<file path="config.mk">
export PLATFORM = sky130hd
export DESIGN_NAME = sps_front
export DESIGN_NICKNAME = d
export VERILOG_FILES = /design/src/hdl/sps_pkg.sv /design/src/hdl/sps_front.sv
export SDC_FILE = /design/constraint.sdc
export NUM_CORES = 2
export LEC_CHECK = 0
export ABC_AREA = 1
export BUFFER_PORTS_ARGS = -buffer_cell sky130_fd_sc_hd__buf_2
export CORE_MARGIN = 2
export CORE_UTILIZATION = 28
export CTS_BUF_LIST = sky130_fd_sc_hd__clkbuf_8
export DETAILED_ROUTE_END_ITERATION = 16
export HOLD_SLACK_MARGIN = 0.06
export SLEW_MARGIN = 20
export SYNTH_ARGS = -nofsm -noshare
export SYNTH_HDL_FRONTEND = slang
export SYNTH_SLANG_ARGS = --single-unit
export TNS_END_PERCENT = 50
</file>
<file path="constraint.sdc">
create_clock -name clk -period 10.8 [get_ports clk]
set_clock_uncertainty 0.1 [all_clocks]
set_input_delay 0.54 -clock clk [delete_from_list [all_inputs] [get_ports clk]]
set_output_delay 0.54 -clock clk [all_outputs]
set_load 0.005 [all_outputs]
</file>
<file path="src/hdl/sps_pkg.sv">
// Shared types and constants for the SHA-1 prefix search step block.
`default_nettype none
package sps_pkg;
	localparam int CandLen = 55;
	localparam int CandBits = CandLen * 8;
	localparam logic [7:0] DigitLo = 8'd33;
	localparam logic [7:0] DigitHi = 8'd127;
	localparam int QueueDepth = 2;

	typedef enum logic {
		OP_LOAD = 1'b0,
		OP_STEP = 1'b1
	} opcode_t;

	typedef enum logic [2:0] {
		REG_MID_A = 3'd0,
		REG_MID_B = 3'd1,
		REG_MID_C = 3'd2,
		REG_MID_D = 3'd3,
		REG_MID_E = 3'd4
	} reg_idx_t;

	// One queued job handed from the front to the back.
	typedef struct packed {
		logic step;
		logic [CandBits-1:0] cand;
	} job_t;

	function automatic logic [CandBits-1:0] cand_reset();
		logic [CandBits-1:0] r;
		for (int i = 0; i < CandLen; i++) r[8*i +: 8] = DigitLo;
		return r;
	endfunction

	function automatic logic [31:0] rotl(input logic [31:0] x, input int n);
		return (x << n) | (x >> (32 - n));
	endfunction
endpackage
`default_nettype wire

</file>
<file path="src/hdl/sps_front.sv">
// Front part: holds the candidate, loads or advances it, and queues jobs.
`default_nettype none
module sps_front
	import sps_pkg::*;
(
	input wire logic clk,
	input wire logic arst_n,
	input wire logic in_go,
	input wire logic in_step,
	input wire logic [CandBits-1:0] in_seed,
	output job_t job,
	output logic ctr_busy
);
	logic [CandBits-1:0] cand_q;
	logic [CandBits-1:0] next_cand;
	logic carry;

	// Odometer advance: 127 wraps and carries; the first other byte adds 1 mod 256.
	always_comb begin
		next_cand = cand_q;
		carry = 1'b1;
		for (int i = 0; i < CandLen; i++) begin
			if (carry) begin
				if (cand_q[8*i +: 8] == DigitHi) begin
					next_cand[8*i +: 8] = DigitLo;
				end else begin
					next_cand[8*i +: 8] = cand_q[8*i +: 8] + 8'd1;
					carry = 1'b0;
				end
			end
		end
	end

	always_ff @(posedge clk or negedge arst_n) begin
		if (!arst_n) begin
			cand_q <= cand_reset();
		end else if (in_go) begin
			cand_q <= in_step ? next_cand : in_seed;
		end
	end

	assign job.step = in_step;
	assign job.cand = in_step ? next_cand : in_seed;
	assign ctr_busy = 1'b0;
endmodule
`default_nettype wire

</file>
== After elaboration in Yosys (flattened, before gate mapping) ==
Cells that the tools add are included.

* Input port bits: 444
* Word-level logic and storage cells: 328
* Output and inout port bits: 442
* Bits in registers: 440

* Multiplexer cells: 217
* Equality and inequality tests: 55
* Add/sub/neg operators: 55

{| class="wikitable"
|+ Operator list
! cell !! number
|-
| two-way mux 8 bit || 109
|-
| adder 8 x 1 -> 8 bit (second input constant) || 55
|-
| == test 8 x 7 -> 1 bit (second input constant) || 55
|-
| two-way mux 440 bit || 1
|-
| two-way mux 1 bit || 107
|}

== Logic depth before layout (Yosys ltp) ==
* Depth in word-level cells: 57
* Depth in mapped cells: 38
* Depth with buffers taken out: 38

== Worst setup path after synthesis ==
OpenSTA, ideal clock, no wires.

* Path kind: reg-to-output
* From: register cand_q[0]
* To: output job[435] (netlist bit)
* Slack: 4633 ps
* Cell stages (with the launch flop): 33
* Arrival time: 5527 ps
* Buffers on the path: 0
* Required time: 10160 ps
* Path through: dfstp_2 > ha_1 > nand3_2 > nor2_8 > nand3_2 > nor2_4 > nand4_4 > nor2_4 > nand4_4 > nor2_4 > nand4_4 > nor2_8 > nand4_2 > nor2_4 > nand4_4 > nor2_4 > nand4_2 > nor2_4 > nand4_4 > nor2_8 > nand4_4 > nor2_4 > nand4_4 > nor2_4 > nand4_4 > nor2_4 > nand4_4 > nor2_8 > nand4_4 > nor3_4 > nand3_1 > nand3_1 > and2_1

{| class="wikitable"
|+ RTL lines
! element !! line !! source
|-
| start, declared || sps_front.sv:14 || <nowiki>logic [CandBits-1:0] cand_q;</nowiki>
|-
| start signal, assigned || sps_front.sv:36 || <nowiki>cand_q <= cand_reset();</nowiki>
|-
| start signal, assigned || sps_front.sv:38 || <nowiki>cand_q <= in_step ? next_cand : in_seed;</nowiki>
|-
| end, declared || sps_front.sv:11 || <nowiki>output job_t job,</nowiki>
|}

==> run metrics <==
Initial Util 28.2%; Hold WC Path Type primary input to register; R2R setup slack 2.55 ns; Die W 341 um; Top reg by flops cand_q; area fraction of the dominant cell type after synthesis between 20% and 30%; Post-synth EDFFs 0; largest net degree at the start of global routing 198; NumNets Final 6,269; Max transition margin between 20% and 30%; unrepaired setup endpoints after global routing no; Seq/Total Area, Yosys a little over a third; CP startpoint cand_q[0]; Area contributors post-synth dfrtp_1, nand2_1, o21ai_0; CTS clk-pin slew, worst paths 0.06 ns; vias in the first global route ~36,000; first-pass GRT wire length 212,000 um; Synth Flop Type dfrtp_1; max_cap viols 0; Syn Nets about 5,100; number of flip-flops in the largest register 440; Power, Total between 5000 and 6000 uW; crit path to job[364]; most used cell along the critical path nand4_1; synthesis warning total 0; critical path startpoint category register; GPL Wtd Cong 0.949; Slew Limit Fails 0; critical path arrival 8.73 ns; Layout area overhead 33.9%; Crit. End Element primary output; Total GRT Usage 23.1%; Syn Std Cell Area between 30,000 and 40,000 um2; Routed Antenna Nets 0; Largest regs cand_q (440); WL per Instance 19.0 um; post-CTS setup buffers 0; hpwl dp 107,000 um; synthesized area per cell 6.85 um2; hold path startpoint in_seed[162]; Port-buffer cells 884; Synth cell types 54; initial DRC count 2,517; Die H 341 um; CTS tree done; PwrDens 123 nW/um2; Final Hold Viols 0; CP max FO 9; fin crit share 86.8%; Tmin final ~9.4 ns; post-synth top area cell dfrtp_1; setup TNS 0 ns; slowest stage delay, CP 0.55 ns; number of buffers created by CTS 93; Leak Pwr 0.0206 uW; Root Buffer clkbuf_8; Setup-failing EPs final 0; Clock Latency Late Sink around 0.73 ns; Worst Max-Slew Pin Slew 1.05 ns; VDD IR max approximately 0.07 mV; Worst path slowest cell dfstp_2; Setup CP Type register to primary output; Synth Register Bits 440; Clock Path Buffers 3; outcome finished, final reports clean; reg2reg path depth 33; Rows between 100 and 150; RR Startpoint cand_q[0]; Die ar. 116,000 um2; antenna violations before repair 15; CP Data Required Time 10.16 ns; Ports 886; routed via count 36,800; hold buffers post-CTS a little over 300; routed vias/inst 5.01; post-CTS resize count 0; RR Endpoint cand_q[364]; Fmax 107 MHz; drt pass-1 iters 6; CORE AREA 113,000 um2; Sink Count 440; Gate Count Post-Synth 4,642; H-tree depth 3; # DRC 0; share of layout cells above drive strength 1 between 20% and 30%; total global routing overflow 0; post-synthesis async set-or-reset flop share 100%; Post-Route WL 140,000 um
[placed cells by master, fill, tap and decap left out, types with 35 or more instances in the layout]
cell / instances
o21ai_0: 647
dfstp_2: 110
inv_1: 654
a22o_1: 35
nand4_1: 72
nand2_1: 1273
dfrtp_1: 330
a21oi_1: 138
nor3_1: 200
dlygate4sd3_1: 306
xor2_1: 139
nor4_1: 62
nor2_1: 271
a31oi_1: 67
clkbuf_8: 116
o31ai_1: 37
nand3_1: 188
ha_1: 55
buf_2: 881
[synth_stat cells (62+ instances only)]
| master | number |
|---|---|
| xor2_1 | 139 |
| o21ai_0 | 647 |
| nand2_1 | 1273 |
| nand3_1 | 188 |
| inv_1 | 619 |
| nand4_1 | 72 |
| nor3_1 | 202 |
| nor4_1 | 62 |
| nor2_1 | 271 |
| a21oi_1 | 138 |
| dfrtp_1 | 330 |
| a31oi_1 | 67 |
| clkbuf_1 | 121 |
| dfstp_2 | 110 |
[metal layers]
metal	up-vias	wire [um]	track usage, %
met5	-	54	0
met4	8	6960	11.2
met3	306	10200	5.20
met2	1465	64400	38.0
met1	17400	58200	28.6
li1	17700	-	-
[stage by stage]
stage                     util (%)  worst slack (ns)  std cells  hold WS, ns  instance area (um2)
after global routing          37.8             0.560       7346       0.0885                42600
after detailed placement      33.4              2.27       6869        0.364                37700
after floorplan                  -              4.63       4642        0.144                31800
final                         37.8              1.43       7347        0.144                42600
after global placement        33.4              2.43       6869        0.359                37700
after CTS                     37.8              1.39       7342       0.0600                42600
[worst min-delay path by stage]
stage	depth (start not counted)	slack, ns	end
after global routing	4	0.09	cand_q[299]
final	5	0.14	cand_q[162]
after CTS	5	0.06	cand_q[162]
after global placement	2	0.36	cand_q[429]
after floorplan	0	0.14	cand_q[100]
after detailed placement	2	0.36	cand_q[429]
[cell type report]
type / instances / area (um2)
Fill cell: 12100 / 70000
Multi-Input combinational cell: 3390 / 17500
Sequential cell: 440 / 11100
Timing Repair Buffer: 1218 / 7800
Inverter: 627 / 2360
Tap cell: 1500 / 1880
Clock buffer: 116 / 1600
Clock inverter: 51 / 270
Antenna cell: 5 / 12.5
[where the power goes]
group          switching (uW)  total (uW)  leakage, uW  internal [uW]
registers                 164        2050      0.00524           1890
clock network             862        1850      0.00109            990
logic                     833        1350       0.0142            516
[worst max-delay path: cells and delay by family (launching register included)]
kind	cells	cell delay, ns
xor gates and xnor gates	1	0.14
adders and majority gates	1	0.21
buffers and inverters	1	0.11
DFF	1	0.55
and+or+nand+nor	29	6.98
[kinds of logic after synthesis]
logic type                 after synthesis  share of synthesized area [%]
and+or+nand+nor                       2172                           31.0
AOI/OAI and AO/OA                     1014                           17.8
DFF                                    440                           35.0
other                                    1                         0.0118
buffers and inverters                  812                           9.87
xor gates and xnor gates               148                           4.07
adders and majority gates               55                           2.16
Power figures use the tool's default switching activity.
