[src/hdl/sps_pkg.sv]
// Shared types and constants for the SHA-1 prefix search step block.
`default_nettype none
package sps_pkg;
	localparam int CandLen = 55;
	localparam int CandBits = CandLen * 8;
	localparam logic [7:0] DigitLo = 8'd33;
	localparam logic [7:0] DigitHi = 8'd127;
	localparam int QueueDepth = 2;

	typedef enum logic {
		OP_LOAD = 1'b0,
		OP_STEP = 1'b1
	} opcode_t;

	typedef enum logic [2:0] {
		REG_MID_A = 3'd0,
		REG_MID_B = 3'd1,
		REG_MID_C = 3'd2,
		REG_MID_D = 3'd3,
		REG_MID_E = 3'd4
	} reg_idx_t;

	// One queued job handed from the front to the back.
	typedef struct packed {
		logic step;
		logic [CandBits-1:0] cand;
	} job_t;

	function automatic logic [CandBits-1:0] cand_reset();
		logic [CandBits-1:0] r;
		for (int i = 0; i < CandLen; i++) r[8*i +: 8] = DigitLo;
		return r;
	endfunction

	function automatic logic [31:0] rotl(input logic [31:0] x, input int n);
		return (x << n) | (x >> (32 - n));
	endfunction
endpackage
`default_nettype wire

[src/hdl/sps_back.sv]
// Back part: one SHA-1 round per cycle, hit test and output register.
`default_nettype none
module sps_back
	import sps_pkg::*;
(
	input wire logic clk,
	input wire logic arst_n,
	input job_t job,
	input wire logic job_valid,
	output logic job_pop,
	input wire logic [31:0] mid_a,
	input wire logic [31:0] mid_b,
	input wire logic [31:0] mid_c,
	input wire logic [31:0] mid_d,
	input wire logic [31:0] mid_e,
	output logic out_valid,
	input wire logic out_stall,
	output logic out_hit,
	output logic [CandBits-1:0] out_cand
);
	typedef enum logic [2:0] {
		ST_IDLE = 3'b001,
		ST_RUN = 3'b010,
		ST_DONE = 3'b100
	} state_t;

	state_t state_q;
	logic [6:0] rnd_q;
	logic [31:0] a_q, b_q, c_q, d_q, e_q;
	logic [31:0] w_q [16];
	logic [CandBits-1:0] cand_q;
	logic valid_q, hit_q;
	logic [31:0] f, k, t, wnew, wcur;
	logic [31:0] h0, h1;
	logic out_free;
	logic out_load;
	logic [511:0] blk;

	assign out_free = !valid_q || !out_stall;

	always_comb begin
		for (int i = 0; i < CandLen; i++) blk[511 - 8*i -: 8] = job.cand[8*i +: 8];
		blk[511 - 8*CandLen -: 8] = 8'h80;
		blk[63:16] = '0;
		blk[15:8] = 8'h03;
		blk[7:0] = 8'hb8;
	end

	assign job_pop = job_valid && (state_q == ST_IDLE) && (job.step || out_free);

	// A new result enters the output register on a load pop or when a step finishes.
	assign out_load = (job_pop && !job.step) || (state_q == ST_DONE && out_free);

	always_comb begin
		if (rnd_q < 7'd20) begin
			f = (b_q & c_q) | (~b_q & d_q); k = 32'h5A827999;
		end else if (rnd_q < 7'd40) begin
			f = b_q ^ c_q ^ d_q; k = 32'h6ED9EBA1;
		end else if (rnd_q < 7'd60) begin
			f = (b_q & c_q) | (b_q & d_q) | (c_q & d_q); k = 32'h8F1BBCDC;
		end else begin
			f = b_q ^ c_q ^ d_q; k = 32'hCA62C1D6;
		end
		wnew = rotl(w_q[13] ^ w_q[8] ^ w_q[2] ^ w_q[0], 1);
		wcur = (rnd_q < 7'd16) ? w_q[0] : wnew;
		t = rotl(a_q, 5) + f + e_q + k + wcur;
		h0 = mid_a + a_q;
		h1 = mid_b + b_q;
	end

	always_ff @(posedge clk) begin
		if (job_pop && job.step) begin
			for (int i = 0; i < 16; i++) w_q[i] <= blk[511 - 32*i -: 32];
			a_q <= mid_a; b_q <= mid_b; c_q <= mid_c; d_q <= mid_d; e_q <= mid_e;
			cand_q <= job.cand;
		end else if (state_q == ST_RUN) begin
			for (int i = 0; i < 15; i++) w_q[i] <= w_q[i+1];
			w_q[15] <= wcur;
			a_q <= t; b_q <= a_q; c_q <= rotl(b_q, 30); d_q <= c_q; e_q <= d_q;
		end
		if (job_pop && !job.step) begin
			out_cand <= job.cand;
			hit_q <= 1'b0;
		end else if (state_q == ST_DONE && out_free) begin
			out_cand <= cand_q;
			hit_q <= (h0 == 32'd0) && (h1[15:0] == 16'd0);
		end
	end

	always_ff @(posedge clk or negedge arst_n) begin
		if (!arst_n) begin
			state_q <= ST_IDLE;
			rnd_q <= '0;
			valid_q <= 1'b0;
		end else begin
			if (out_load) begin
				valid_q <= 1'b1;
			end else if (!out_stall) begin
				valid_q <= 1'b0;
			end
			case (state_q)
				ST_IDLE: begin
					if (job_pop && job.step) begin
						state_q <= ST_RUN;
						rnd_q <= '0;
					end
				end
				ST_RUN: begin
					rnd_q <= rnd_q + 7'd1;
					if (rnd_q == 7'd79) state_q <= ST_DONE;
				end
				ST_DONE: begin
					if (out_free) state_q <= ST_IDLE;
				end
				default: state_q <= ST_IDLE;
			endcase
		end
	end

	assign out_valid = valid_q;
	assign out_hit = hit_q;

	assert property (@(posedge clk) disable iff (!arst_n) state_q == ST_RUN |-> rnd_q < 7'd80)
		else $error("round counter overran");
	assert property (@(posedge clk) disable iff (!arst_n)
		$past(state_q) == ST_DONE && state_q == ST_IDLE |-> valid_q)
		else $error("finished step produced no result");
	assert property (@(posedge clk) disable iff (!arst_n) valid_q && out_stall |=> valid_q)
		else $error("result dropped while stalled");
endmodule
`default_nettype wire

[config.mk]
export PLATFORM = sky130hd
export DESIGN_NAME = sps_back
export DESIGN_NICKNAME = d
export VERILOG_FILES = /design/src/hdl/sps_pkg.sv /design/src/hdl/sps_back.sv
export SDC_FILE = /design/constraint.sdc
export NUM_CORES = 2
export LEC_CHECK = 0
export ABC_CLOCK_PERIOD_IN_PS = 18300
export BUFFER_PORTS_ARGS = -buffer_cell sky130_fd_sc_hd__buf_4
export CAP_MARGIN = 25
export CORE_ASPECT_RATIO = 0.5
export CORE_MARGIN = 4
export CORE_UTILIZATION = 36
export DETAILED_ROUTE_END_ITERATION = 16
export GPL_ROUTABILITY_DRIVEN = 1
export PLACE_DENSITY_LB_ADDON = 0.25
export SLEW_MARGIN = 10
export SYNTH_ARGS = -nofsm -noshare
export SYNTH_HDL_FRONTEND = slang
export SYNTH_SLANG_ARGS = --single-unit
[constraint.sdc]
create_clock -name clk -period 18.3 [get_ports clk]
set_input_delay 3.66 -clock clk [delete_from_list [all_inputs] [get_ports clk]]
set_output_delay 3.66 -clock clk [all_outputs]
set_load 0.03 [all_outputs]
Yosys cells after proc, flatten, opt, wreduce, memory -nomap -nowiden --
Memory sizes are Yosys's and may differ from the RTL's. Cells that the tools add are included.
Cells by class: reductions and logical operators 19, equal/unequal tests 8, $lt $le $gt $ge 4, bitwise logic cells 32, muxes and demuxes 48, add/subtract/negate cells 7
Operators with widths (count):
- $mux 32 | 32
- $mux 440 | 2
- $add 32x32->32 | 5
- $xor 32x32->32 | 5
- $and 32x32->32 | 4
- $or 32x32->32 | 3
- $logic_not 32->1 | 1
- $not 32->32 | 1
- $or 32x1->32 | 1
- $or 32x30->32 | 1
- $or 32x5->32 | 1
- $mux 31 | 1
- $add 16x16->16 | 1
- $logic_not 16->1 | 1
- $or 1x1->1 | 16
- $lt 7x5->1 const B | 2
- $lt 7x6->1 const B | 2
- $pmux 7 s2 | 1
- $mux 3 | 3
- $pmux 3 s3 | 1
- $add 7x1->7 const B | 1
- $eq 7x7->1 const B | 1
- $mux 1 | 7
- $mux 7 | 1
- other kinds (11) | 24
Storage, ports and cells: memories 1, word-level logic and storage cells 130, input port bits 605, output and inout bits 443, register bits after elaboration 1052, RAM bits 512
Memories:
- w_q | words 16, bits a word 32, rd ports 16, clocked after memory_dff 0, wr ports 16, line sps_back.sv:30 | logic [31:0] w_q [16];

Longest topological paths before layout --
depth in word-level cells 12, gate-level depth with buffers 24, mapped depth without buffers 22

Worst setup path before layout --
Ideal clock, no wire load.
path kind in2reg, start point in job_valid, end point reg a_q[0] (enable), setup slack -0.184 ns, library setup time 1.014 ns, buffers on the path 1, data arrival time 17.470 ns, data required time 17.286 ns, stages on the path 6, cells stage by stage nor4bb_1 nand2_1 inv_1 clkbuf_1 nor2_1 inv_1
Between the ends: cells in the longest elaborated chain, start to end 4
Ends and longest elaborated chain:
- from (decl) | line sps_back.sv:9 | input wire logic job_valid,
- $logic_and 1x1->1 (2 in series) | line sps_back.sv:49 | assign job_pop = job_valid && (state_q == ST_IDLE) && (job.step || out_free);
- $logic_and 1x1->1 | line sps_back.sv:72 | if (job_pop && job.step) begin
- $reduce_bool 2->1 (no line)
- to (signal assigned) | line sps_back.sv:74 | a_q <= mid_a; b_q <= mid_b; c_q <= mid_c; d_q <= mid_d; e_q <= mid_e;
- to (signal assigned) | line sps_back.sv:79 | a_q <= t; b_q <= a_q; c_q <= rotl(b_q, 30); d_q <= c_q; e_q <= d_q;
- to (decl) | line sps_back.sv:29 | logic [31:0] a_q, b_q, c_q, d_q, e_q;
No other way between the ends. A chain may end at the register's enable or synchronous reset.

Worst setup path in the final report --
start point in job_valid, end point out job_pop
Between the ends: cells in the longest elaborated chain, start to end 2
Ends and longest elaborated chain:
- $logic_and 1x1->1 (2 in series) | line sps_back.sv:49
- to (decl) | line sps_back.sv:10 | output logic job_pop,
No other way between the ends.

==> qor.txt <==
worst-path fanout max - 3
CTS H-tree lvls - 4
Via Count - 45568
Tightest Pin Transition - 1.247 ns
Post-Synthesis Cells - 5270
clock slew at reported path FFs - 0.06 ns
Slew Limit Headroom - 0.1686
#FFs+latches synth - 1564
cts bufs inserted - 156
total chip power - 10.69 mW
Core Box Area - 0.1907 sq mm
initial antenna violation count - 37
1st-iter DRT viols - 4512
Layout Nets - 7139
Distinct cells, synth - 82
number of fill cells - 17652
Critical Path RT - 14.64 ns
hold buffer count at CTS - 0
pwr/cell area - 125.8 mW/mm^2
Die X - 629.1 um
first-pass GRT wire length - 334.6 mm
root buffer cell - clkbuf_16
fin worst setup slack - 9.998 ns
Placer Congestion - 0.9058
hpwl dp - 185.2 mm
post-synth top area cell - edfxtp_1
Lkg Pwr - 33.11 nW
crit path DAT - 4.64 ns
fraction of layout cells with a size suffix above 1 - 0.2769
Avg Inst Size Synth - 13.18 sq um
wirelength, routed - 244.9 mm
min-delay worst type - flip-flop to flip-flop
area growth from synthesis to layout - 22.45%
Area after DPL - 0.08004 sq mm
Slew Viols, Final - 0
VDD IR max - 0.08491 mV
crit path time final - 8.302 ns
CP Launch Type - input port
CTS-repair resized insts - 0
cell area after synthesis - 0.06943 sq mm
clock tree buffer depth - 4
Clk Latency, worst-skew pair - 0.80 ns
Area contributors post-synth - edfxtp_1 (67%), nand2_1 (9.3%), mux2_2 (7.2%), fa_1 (3.5%), ha_1 (2.0%)
sequential area share after synthesis - 0.6755
Vias/cell - 5.086
Max Clk Rate - 120.5 MHz
CTS tree - built
RSZ-0062 raised after global routing - false
utilization after layout - 0.4458
Synth Net Count - 6109
Max Cap Viol - 0
final hold violation count - 0
Critical Setup Path Class - input port to primary output
Worst Skew - 0.05707 ns
pre-CTS setup slack - 9.329 ns
EDFF count, synth - 1552
I/O Buffers - 1047
Final TNS setup - 0 ns
Post-Layout Inst Area - 0.08502 sq mm
Post-synth ARST share - 0.007033
ys flop type - edfxtp_1
initial core utilization - 0.3640
YS warnings - 0
crit share post-route - 0.4537
DR pass1 iterations - 5
I/O pins - 1048
largest net degree at the start of global routing - 193
endpoints failing setup - 0
grt ovf - 0
total track usage - 0.2347
clk sinks - 1564
most common cell after layout, fill and taps aside - nand2_1
row count - 113
Die ar. - 0.2004 sq mm
Post-CTS Setup Inserts - 0
Vert. Die Dim - 318.5 um
drt wl/cell - 27.33 um
commonest non-fill, non-tap cells in the layout - nand2_1 (1724), edfxtp_1 (1552), buf_4 (1087), mux2_2 (443), inv_1 (175)
CP endpoint kind - primary output
post-route ant nets - 0
residual DRC count - 0
Synth top area share - 0.6712
status - finished, final reports clean
vias in the first global route - 44147
[layout make-up]
type                    instances  area [sq um]  share of cell area
flip-flops and latches       1564         46900              0.5517
multi-input cells            3304         21030              0.2473
repair buffers               1095          8343             0.09813
clock buffers                 191          4066             0.04783
well taps                    2530          3166             0.03723
clock inverters                78         779.5            0.009169
inverters                     179         690.7            0.008124
diodes                         19         47.55           0.0005592
[per-layer routing]
layer	GRT usage	up-vias	routed length (um)
li1	-	20515	-
met1	0.2968	23403	97890
met2	0.4179	1359	127300
met3	0.03592	291	13190
met4	0.06490	0	6526
met5	0	-	0
[final timing paths]
| check | slack, ns | start | endpoint | depth (start not counted) |
|---|---|---|---|---|
| worst max-delay path | 10.0 | job_valid | job_pop | 4 |
| worst min-delay path | 0.49 | w_q[1][220] | w_q[1][188] | 2 |
| worst max register to register | 10.97 | rnd_q[4] | a_q[27] | 25 |
| worst min register to register | 0.49 | w_q[1][220] | w_q[1][188] | 2 |
| max in group asynchronous | 15.36 | arst_n | state_q[0] | 1 |
| min in group asynchronous | 2.71 | arst_n | state_q[2] | 1 |
[critical path: stages]
cell	delay [ns]
buf_4	0.07
nor4bb_1	0.53
o21a_1	0.22
buf_4	0.16
[where the power goes]
group / switching (mW) / internal [mW]
combinational: 1.78 / 1.12
clock: 1.42 / 1.79
sequential: 0.187 / 4.38
[state kept, by name, summed over array words and instances, names as in the netlist, 32 cells and up]
register,flops
w_q,512
cand_q,440
out_cand,440
a_q,32
b_q,32
c_q,32
d_q,32
e_q,32
[per-stage QoR]
stage | cells | hold slack [ns]
2_1_floorplan | 5270 | 0.4773
3_3_place_gp | 8668 | 0.4870
3_5_place_dp | 8669 | 0.4916
4_1_cts | 8938 | 0.4869
5_1_grt | 8960 | 0.5176
6_report | 8960 | 0.4875
[logic make-up (layout without fill, tap and decap cells)]
logic type      Yosys count  after routing  synth area share
flops                  1564           1564            0.6755
compound gates          381            381           0.03510
simple gates           2097           2097            0.1211
mux                     450            450           0.07285
fa+ha+maj               234            234           0.05536
buf+inv                 402           1543           0.02215
xor+xnor                142            142           0.01791
other cells               0             19                 0
[cells in the mapped netlist (all sizes together) (10+ instances only)]
library cell	instances
a211oi	18
nor3	26
inv	179
nor2	164
or3	10
a21o	22
nor2b	33
dfrtp	10
and2	44
xor2	20
o32ai	20
edfxtp	1552
mux2	443
a21oi	109
xnor2	122
nand3	20
clkbuf	206
ha	112
fa	122
o21ai	109
o211ai	11
nand2b	18
o21a	16
buf	17
nand2	1726
nand4	11
No activity file was read; power rests on OpenSTA's default activity.
