`config.mk`:
```
export PLATFORM = sky130hd
export DESIGN_NAME = sps_queue
export DESIGN_NICKNAME = d
export VERILOG_FILES = /design/src/hdl/sps_pkg.sv /design/src/hdl/sps_queue.sv
export SDC_FILE = /design/constraint.sdc
export NUM_CORES = 1
export LEC_CHECK = 0
export ABC_AREA = 1
export BUFFER_PORTS_ARGS = -buffer_cell sky130_fd_sc_hd__buf_2
export CAP_MARGIN = 20
export CORE_AREA = 2 2 342 344
export DETAILED_ROUTE_END_ITERATION = 16
export DIE_AREA = 0 0 344 346
export GPL_TIMING_DRIVEN = 0
export SYNTH_ARGS = -nofsm -noshare
export SYNTH_HDL_FRONTEND = slang
export SYNTH_SLANG_ARGS = --single-unit
```
`constraint.sdc`:
```
create_clock -name clk -period 22.9 [get_ports clk]
set_clock_uncertainty 0.05 [all_clocks]
set_input_delay 2.29 -clock clk [delete_from_list [all_inputs] [get_ports clk]]
set_output_delay 2.29 -clock clk [all_outputs]
set_load 0.01 [all_outputs]
```
`src/hdl/sps_pkg.sv`:
```
// Shared types and constants for the SHA-1 prefix search step block.
`default_nettype none
package sps_pkg;
	localparam int CandLen = 55;
	localparam int CandBits = CandLen * 8;
	localparam logic [7:0] DigitLo = 8'd33;
	localparam logic [7:0] DigitHi = 8'd127;
	localparam int QueueDepth = 2;

	typedef enum logic {
		OP_LOAD = 1'b0,
		OP_STEP = 1'b1
	} opcode_t;

	typedef enum logic [2:0] {
		REG_MID_A = 3'd0,
		REG_MID_B = 3'd1,
		REG_MID_C = 3'd2,
		REG_MID_D = 3'd3,
		REG_MID_E = 3'd4
	} reg_idx_t;

	// One queued job handed from the front to the back.
	typedef struct packed {
		logic step;
		logic [CandBits-1:0] cand;
	} job_t;

	function automatic logic [CandBits-1:0] cand_reset();
		logic [CandBits-1:0] r;
		for (int i = 0; i < CandLen; i++) r[8*i +: 8] = DigitLo;
		return r;
	endfunction

	function automatic logic [31:0] rotl(input logic [31:0] x, input int n);
		return (x << n) | (x >> (32 - n));
	endfunction
endpackage
`default_nettype wire

```
`src/hdl/sps_queue.sv`:
```
// Short job queue between the front and the back.
`default_nettype none
module sps_queue
	import sps_pkg::*;
#(
	parameter int Depth = QueueDepth
) (
	input wire logic clk,
	input wire logic arst_n,
	input wire logic push,
	input job_t push_data,
	input wire logic pop,
	output job_t head,
	output logic not_empty,
	output logic full
);
	localparam int AW = (Depth > 1) ? $clog2(Depth) : 1;
	job_t slot_q [Depth];
	logic [AW-1:0] wr_q, rd_q;
	logic [AW:0] cnt_q;

	assign not_empty = cnt_q != '0;
	assign full = cnt_q == (AW+1)'(Depth);
	assign head = slot_q[rd_q];

	always_ff @(posedge clk) begin
		if (push) slot_q[wr_q] <= push_data;
	end

	always_ff @(posedge clk or negedge arst_n) begin
		if (!arst_n) begin
			wr_q <= '0;
			rd_q <= '0;
			cnt_q <= '0;
		end else begin
			if (push) wr_q <= (wr_q == AW'(Depth - 1)) ? '0 : wr_q + 1'b1;
			if (pop) rd_q <= (rd_q == AW'(Depth - 1)) ? '0 : rd_q + 1'b1;
			cnt_q <= cnt_q + (AW+1)'(push) - (AW+1)'(pop);
		end
	end

	assert property (@(posedge clk) disable iff (!arst_n) full |-> !push)
		else $error("queue overflow");
	assert property (@(posedge clk) disable iff (!arst_n) !not_empty |-> !pop)
		else $error("queue underflow");
	assert property (@(posedge clk) disable iff (!arst_n) cnt_q <= (AW+1)'(Depth))
		else $error("queue count out of range");
endmodule
`default_nettype wire

```
Word-level counts from Yosys, hierarchy flattened --
Memories as Yosys holds them, arrays and structs flattened. Index checks and enable logic that the tools add are counted.
Cells by class: add/subtract/negate cells 4, equality and inequality tests 1, mux-type cells 4, reduce and logical (&&, ||, !) cells 1
Operators with widths (number):
- $mux W1 | 4
- $add A1 B1 Y1 const B | 2
- $add A2 B1 Y2 | 1
- $eq A2 B2 Y1 const B | 1
- $reduce_bool A2 Y1 | 1
- $sub A2 B1 Y2 | 1
Word-level totals: register bits 4, RAM bits 882, bits of input ports 445, output and inout bits 443, logic and storage cells 14, memories kept 1
Memory list:
- slot_q | depth 2, bits a word 441, read ports 1, clocked after memory_dff 0, wr ports 1, RTL line sps_queue.sv:18 | job_t slot_q [Depth];

Logic depth before layout (Yosys ltp) --
Gate-level depths: netlist of run 1.
depth after elaboration 2, mapped depth 7

Worst setup path after synthesis of run 1 --
No wires, ideal clock.
path kind input port to flip-flop, start input port push, end memory slot_q[0][0] (netlist name), enable pin, library setup time 1.267 ns, arrival 20.741 ns, path slack 0.842 ns, stages 2, path buffers 0, cells stage by stage inv_1 -> nor2_1
On the way: cells in the longest elaborated chain, start to end 2
Ends and longest elaborated chain:
- start: declaration | RTL line sps_queue.sv:10 | input wire logic push,
- $mux W1 | RTL line sps_queue.sv:27 | if (push) slot_q[wr_q] <= push_data;
- $mux W1 (implied by the code) | RTL line sps_queue.sv:27
- end: declaration | RTL line sps_queue.sv:18
Every way passes these cells.

==> results of run 1 <==
==> logic make-up after synthesis <==
kind of cell | after synthesis | synth area share [%]
and+or+nand+nor | 451 | 5.14
DFF | 886 | 80.7
AOI/OAI and AO/OA | 441 | 6.70
buffers and inverters | 546 | 7.28
xor gates and xnor gates | 2 | 0.0532
adders and majority gates | 2 | 0.0760
==> through the flow <==
step / TNS, ns / cells / utilization, % / hold slack (ns)
5_1_grt: 0 / 4944 / 37.1 / 0.522
6_report: 0 / 4949 / 37.1 / 0.491
3_5_place_dp: 0 / 4762 / 34.5 / 0.482
4_1_cts: 0 / 4932 / 37.0 / 0.495
3_3_place_gp: -5362.95 / 4739 / 34.0 / 0.424
2_1_floorplan: 0 / 2328 / - / 0.411
==> worst max-delay path, stage by stage, from the launching register on <==
cell	delay [ns]
dfrtp_1	0.37
buf_6	0.18
buf_6	0.20
buf_6	0.17
o21ai_0	0.89
buf_2	0.29
==> worst max-delay path by stage <==
stage,cells past startpoint,end,startpoint,slack [ns]
after CTS,5,head[61],rd_q,17.65
after detailed placement,6,slot_q[1][109],push,17.91
final,5,head[69],rd_q,17.78
after floorplan,2,slot_q[0][0],push,0.84
after global routing,5,head[61],rd_q,17.68
after global placement,3,slot_q[0][117],push,-12.27
==> metal layers <==
metal / GRT usage (%) / vias to the layer above
met5: 0 / -
met2: 28.3 / 825
met3: 6.14 / 188
li1: - / 9942
met4: 4.38 / 12
met1: 18.8 / 10200
==> power breakdown <==
| group | total [mW] | internal [mW] | switching (mW) |
|---|---|---|---|
| sequential | 2.21 | 2.15 | 0.0629 |
| combinational | 1.84 | 0.588 | 1.25 |
| clock | 1.46 | 0.819 | 0.638 |
==> placed cells by master (no fill, tap or decap), types with 20 or more instances in the layout <==
cell type,instances
buf_2,923
edfxtp_1,882
nand2_1,448
inv_1,447
o21ai_0,367
clkbuf_16,94
o21ai_1,74
buf_4,42
clkbuf_1,25
clkinv_1,24
buf_6,20
==> cell usage after synthesis (all sizes together) <==
master  count  area share (%)
edfxtp    882              80
inv       448             5.1
nand2     448             5.1
o21ai     441             6.7
buf        97             2.2
dfrtp       4            0.30
ha          2           0.076
nor2        2           0.023
xor2        2           0.053
clkbuf      1           0.011
nand3       1           0.015
==> final cells by class <==
cell class                 instances  area, µm²  area share [%]
antenna                           17       42.5          0.0994
buffer                            98        717            1.68
clock buffer                     118       2440            5.71
clock inverter                    52        518            1.21
inverter                         448       1690            3.95
multi-input combinational        896       3950            9.23
sequential                       886      26600            62.1
tap                             1524       1910            4.46
timing repair buffer             910       4950            11.6
==> sequential cells by signal (all words and copies together) (netlist names) <==
name / cells
cnt_q: 2
rd_q: 1
slot_q: 882
wr_q: 1
==> impl_metrics.tcl, run 1 <==
set metrics [dict create \
    post_cts_buffers 0 \
    antenna_found_initial 56 \
    syn_area_per_cell_um2 14.1 \
    cts.hold.buffers_added 0 \
    finalSetupViolCount 0 \
    fmax_mhz 195 \
    fin_crit_sh_pct 22.3 \
    post-dp-hpwl_mm 75.9 \
    peakVddDrop_uv 87.2 \
    m1WireLength_mm 38.1 \
    grt_max_degree 112 \
    cts_buffers 94 \
    die_w_um 344 \
    fillCellCount 11200 \
    synthToLayoutAreaGrowth_pct 30.0 \
    setup_slack_ns 17.78 \
    cp_data_required_time_ns 20.56 \
    hp-class "flop to flop" \
    grt-ovfl-total 0 \
    worst_slew_pin_slew_ns 1.13 \
    rr_startpoint "wr_q" \
    ant_nets 0 \
    cts_root_buf "clkbuf_16" \
    startpoint_type "flop" \
    portBuffers 887 \
    wire_per_inst_um 20.5 \
    dpl-instance-area_um2 39800 \
    reg2regPathDepth 5 \
    grt_pass1_vias 20800 \
    top_layer "met5" \
    drt_iter0_markers 1252 \
    dieArea_um2 119000 \
    synth-warning-count 0 \
    max_cap_viol_count 0 \
    drt_pass1_iterations 5 \
    yosysSeqAreaShare_pct 80.7 \
    grt_use_total_pct 16.3 \
    vias 21100 \
    drc 0 \
    die_height_um 346 \
    place_congestion 0.867 \
    hold_viol_final 0 \
    met2_length_mm 50.5 \
    min_from "wr_q" \
    vias_per_cell 4.27 \
    p_leak_nw 18.0 \
    coreArea_um2 115000 \
    synthCells 2328 \
    pwr_density_cell_nw_per_um2 129 \
    slew_headroom_pct 23.7 \
    drive_above_1_share_pct 33.2 \
    grt_pass1_wl_mm 141 \
    critPathKind "flop to primary output" \
    cts_resized 0 \
    min_path_cells 1 \
    holdPathEnd "wr_q" \
    pin_count 888 \
    wl_met3_mm 10.4 \
    design_power_total_mw 5.51 \
    cp-end-kind "primary output" \
    rr_endpoint "slot_q[1][109]" \
    crit_fanout 10 \
    cts_buffer_depth 3 \
    ys_ff_latch 886 \
    fin_area_um2 42800 \
    syn_nets 2775 \
    clk_pin_slew_ns 0.06 \
    critPathArrivalTime_ns 2.78 \
    clk_latency_ns 0.64 \
    layout_min_cycle_time_ns 5.12 \
    start_util_pct 28.5 \
    rsz0062_at_grt "no" \
    fin_nets 3781 \
    syn_area_um2 32900 \
    pre_cts_slack_ns 17.91 \
    netlist-cell-type-count 14 \
    cts.htree.levels 3 \
    wirelength_mm 101 \
    rows 125 \
    reg2reg_slack_ns 20.04 \
    final-max-slew-violation-count 0 \
    clkSinkCount 886 \
    cts_tree "done" \
    status "completed" \
]
Note: power is estimated with default switching activity, not from simulation.
==> inputs of run 2 (changes only) <==
==> constraint.sdc (replaced) <==
create_clock -name clk -period 4.75 [get_ports clk]
set_clock_uncertainty 0.05 [all_clocks]
set_input_delay 0.475 -clock clk [delete_from_list [all_inputs] [get_ports clk]]
set_output_delay 0.475 -clock clk [all_outputs]
set_load 0.01 [all_outputs]
==> impl_metrics.tcl, run 2 (synthesized netlist as in run 1, its figures left out) <==
set metrics [dict create \
    status "completed" \
    clk_pin_slew_ns 0.06 \
    critPathMostFrequentCell "buf_6" \
    post-dp-hpwl_mm 75.8 \
    slew_headroom_pct 20.3 \
    ant_nets 0 \
    fmax_mhz 295 \
    cts.htree.levels 3 \
    place_congestion 0.826 \
    die_w_um 344 \
    grt_use_total_pct 16.8 \
    fin_nets 4233 \
    dieArea_um2 119000 \
    final-max-slew-violation-count 0 \
    max_cap_viol_count 0 \
    hp-class "primary input to flop" \
    antenna_found_initial 22 \
    critPathKind "flop to primary output" \
    rows 125 \
    pwr_density_cell_nw_per_um2 576 \
    start_util_pct 28.5 \
    synthToLayoutAreaGrowth_pct 44.2 \
    clk_latency_ns 0.65 \
    drt_iter0_markers 1548 \
    p_leak_nw 20.0 \
    startpoint_type "flop" \
    grt_pass1_vias 23200 \
    rr_startpoint "wr_q" \
    cp-end-kind "primary output" \
    min_from "push" \
    peakVddDrop_uv 382 \
    drc 0 \
    fin_setup_tns_ns 0 \
    cts_tree "done" \
    critical_path_buf_inv_count 4 \
    cts_root_buf "clkbuf_16" \
    largest_reg_flops 882 \
    coreArea_um2 115000 \
    grt_pass1_wl_mm 148 \
    layout_min_cycle_time_ns 3.39 \
    slowest_delay_ns 0.93 \
    whs_ns 0.0808 \
    portBuffers 887 \
    post_cts_buffers 0 \
    critPathSlowestCell "o21ai_0" \
    startpoint "rd_q" \
    critPathArrivalTime_ns 2.87 \
    critPathTopFamily "compound AO/OA/AOI/OAI gates" \
    fin_crit_sh_pct 71.4 \
    pin_count 888 \
    vias 23000 \
    hold_viol_final 0 \
    wirelength_mm 104 \
    cp_data_required_time_ns 4.22 \
    wire_per_inst_um 19.2 \
    fillCellCount 10600 \
    grt_max_degree 39 \
    largest-register "slot_q" \
    drive_above_1_share_pct 30.0 \
    crit_path_cell_trace "buf_6 > buf_6 > buf_6 > o21ai_0 > buf_2" \
    cts_resized 0 \
    grt-ovfl-total 0 \
    final_common_cell "buf_2" \
    cts_buffer_depth 3 \
    vias_per_cell 4.26 \
    design_power_total_mw 27.3 \
    rsz0062_at_grt "no" \
    worst_slew_pin_slew_ns 1.18 \
    clkSinkCount 886 \
    largestRegisters "slot_q x882, cnt_q x2" \
    mostFrequentLayoutCells "923 x buf_2, 882 x edfxtp_1, 447 x nand2_1" \
    finalSetupViolCount 0 \
    cts_buffers 95 \
    die_height_um 346 \
    reg2reg_slack_ns 1.76 \
    crit_fanout 10 \
    drt_pass1_iterations 8 \
]
==> run 2: changes by cell type in the layout (fill, tap and decap cells not counted), sizes merged <==
cell | before | now
dlygate4sd3 | 0 | 443
buf | 1007 | 1015
diode | 17 | 9
clkbuf | 119 | 114
clkinv | 44 | 49
clkinvlp | 0 | 5
bufinv | 5 | 8
inv | 451 | 449
==> run 2: through the flow <==
stage,setup slack (ns),util [%],area (µm²),std cells
2_1_floorplan,-2.83,-,33000,2328
3_5_place_dp,1.46,34.6,39900,4770
4_1_cts,1.32,41.1,47500,5389
6_report,1.36,41.1,47500,5398
3_3_place_gp,-7.85,34.1,39300,4739
5_1_grt,1.32,41.1,47500,5393
==> run 2: timing repair <==
item,CTS,global route
hold buffers,443,0
hold endpoints to repair,887,0
setup endpoints to repair,0,0
==> run 2: area by class of cell <==
cell class | count | area [µm²] | share of cell area [%]
multi-input combinational | 896 | 3970 | 8.36
tap | 1524 | 1910 | 4.02
timing repair buffer | 1361 | 9500 | 20.0
sequential | 886 | 26600 | 56.0
clock buffer | 113 | 2470 | 5.19
clock inverter | 63 | 619 | 1.30
antenna | 9 | 22.5 | 0.0474
inverter | 448 | 1690 | 3.55
buffer | 98 | 717 | 1.51
==> run 2: power breakdown <==
group          total (mW)  switching [mW]  leakage [nW]  internal (mW)
clock                7.26            3.09          1.51           4.17
combinational        9.41            6.28          10.2           3.13
sequential           10.7           0.313          8.32           10.3
total                27.3            9.68          20.0           17.6
==> run 2: path summary, 6_finish.rpt <==
check / to / depth (start not counted)
min in group asynchronous: cnt_q[0] / 2
worst min-delay path: wr_q / 2
worst min register to register: wr_q / 1
worst max register to register: slot_q[0][120] / 8
worst max-delay path: head[77] / 5
max in group asynchronous: wr_q / 2
==> run 2: routing by layer <==
metal	vias to the layer above	GRT usage, %	wire [µm]
met5	-	0	23
met4	4	5.40	2920
met3	178	5.21	9760
met2	964	29.1	51500
met1	11000	19.7	39500
li1	10800	-	-
==> inputs of run 3 (changes only) <==
==> constraint.sdc (replaced) <==
create_clock -name clk -period 3.5 [get_ports clk]
set_clock_uncertainty 0.05 [all_clocks]
set_input_delay 0.35 -clock clk [delete_from_list [all_inputs] [get_ports clk]]
set_output_delay 0.35 -clock clk [all_outputs]
set_load 0.01 [all_outputs]
==> impl_metrics.tcl, run 3 (synthesized netlist as in run 1, its figures left out) <==
set metrics [dict create \
    fin_crit_sh_pct 90.2 \
    crit_path_cell_trace "buf_6 > buf_6 > buf_6 > o21ai_0 > buf_2" \
    multi_input_area_um2 3950 \
    post-dp-hpwl_mm 75.5 \
    finalSetupViolCount 0 \
    final-max-slew-violation-count 0 \
    cts_buffer_depth 3 \
    cts.htree.levels 3 \
    setup_slack_ns 0.343 \
    final_common_cell "buf_2" \
    place_congestion 0.839 \
    pwr_density_cell_nw_per_um2 779 \
    die_w_um 344 \
    hold_viol_final 0 \
    largestRegisters "slot_q x882, cnt_q x2" \
    grt_pass1_vias 23500 \
    cts_root_buf "clkbuf_16" \
    antenna_found_initial 26 \
    placedCellCount 4770 \
    violations "antenna violations" \
    portBuffers 887 \
    slowest_delay_ns 0.86 \
    critPathTopFamily "compound AO/OA/AOI/OAI gates" \
    pin_count 888 \
    cts_buffers 95 \
    clkSinkCount 886 \
    pre_cts_slack_ns 0.481 \
    status "finished with violations" \
    critical_path_buf_inv_count 4 \
    drc 0 \
    critPathSlowestCell "o21ai_0" \
    critPathKind "flop to primary output" \
    hp-class "primary input to flop" \
    ff_latch_area_um2 26600 \
    clk_latency_ns 0.66 \
    drive_above_1_share_pct 29.7 \
    p_leak_nw 20.0 \
    drt_iter0_markers 1513 \
    fmax_mhz 317 \
    cts_resized 0 \
    synthToLayoutAreaGrowth_pct 44.1 \
    cts_tree "done" \
    worst_slew_pin_slew_ns 1.10 \
    ant_nets 1 \
    peakVddDrop_uv 616 \
    cp_data_required_time_ns 3.10 \
    rows 125 \
    mostFrequentLayoutCells "923 x buf_2, 882 x edfxtp_1, 447 x inv_1, 447 x nand2_1, 445 x dlygate4sd3_1" \
    crit_fanout 10 \
    max_cap_viol_count 0 \
    vias_per_cell 4.26 \
    fin_cells 5405 \
    cts.hold.buffers_added 445 \
    layout_min_cycle_time_ns 3.16 \
    post_cts_buffers 0 \
    grt_use_total_pct 16.9 \
    rsz0062_at_grt "no" \
    startpoint_type "flop" \
    fillCellCount 10600 \
    start_util_pct 28.5 \
    largest_reg_flops 882 \
    critPathArrivalTime_ns 2.76 \
    slew_headroom_pct 25.9 \
    dieArea_um2 119000 \
    clk_pin_slew_ns 0.06 \
    cp-end-kind "primary output" \
    fin_nets 4235 \
    coreArea_um2 115000 \
    grt_max_degree 38 \
    largest-register "slot_q" \
    grt-ovfl-total 0 \
    die_height_um 346 \
    grt_pass1_wl_mm 149 \
    vias 23000 \
    wirelength_mm 104 \
    critPathMostFrequentCell "buf_6" \
    drt_pass1_iterations 6 \
    wire_per_inst_um 19.3 \
]
run 3: layout make-up:
class / count / share of cell area, %
diodes: 15 / 0.0791
plain buffers: 98 / 1.51
clock buffers: 126 / 5.32
clock inverters: 49 / 1.09
inverters: 448 / 3.55
multi-input cells: 896 / 8.33
flip-flops and latches: 886 / 56.0
well taps: 1524 / 4.02
repair buffers: 1363 / 20.1
run 3: worst reg2reg max path, delay by kind of cell, from the launching register on:
kind	cells	cell delay [ns]
buffers and inverters	7	1.66
AND/OR/NAND/NOR	1	0.37
flip-flops	1	0.43
run 3: worst paths after layout:
path	start	end	slack (ns)	cells after the start
max	rd_q	head[77]	0.34	5
min	push_data[14]	slot_q[1][14]	0.34	2
max reg2reg	wr_q	slot_q[0][156]	0.66	8
min reg2reg	cnt_q[1]	cnt_q[1]	0.51	3
max in group asynchronous	arst_n	wr_q	2.59	3
min in group asynchronous	arst_n	rd_q	0.62	3
run 3: power by group:
group | leakage, nW | internal, mW | switching, mW
clock network | 1.46 | 5.57 | 4.25
logic | 10.2 | 4.26 | 8.47
registers | 8.32 | 14.0 | 0.421
run 3: metal layers:
metal | global-route usage, % | wire length (µm) | up-vias
met4 | 5.54 | 2940 | 6
met1 | 19.0 | 38700 | 11100
met5 | 0 | 44 | -
li1 | - | - | 10900
met2 | 29.6 | 52500 | 919
met3 | 6.03 | 10100 | 181
run 3: metrics by stage:
step           area [µm²]   TNS, ns  total power [mW]  hold slack [ns]  utilization, %
6_report            47500         0              37.0            0.337            41.1
5_1_grt             47400         0              39.0            0.303            41.1
4_1_cts             47400         0              37.5            0.272            41.1
3_5_place_dp        39900         0              27.2            0.121            34.6
3_3_place_gp        39300  -7578.34              25.6            0.118            34.0
2_1_floorplan       32900  -3535.59              21.0          0.00441               -
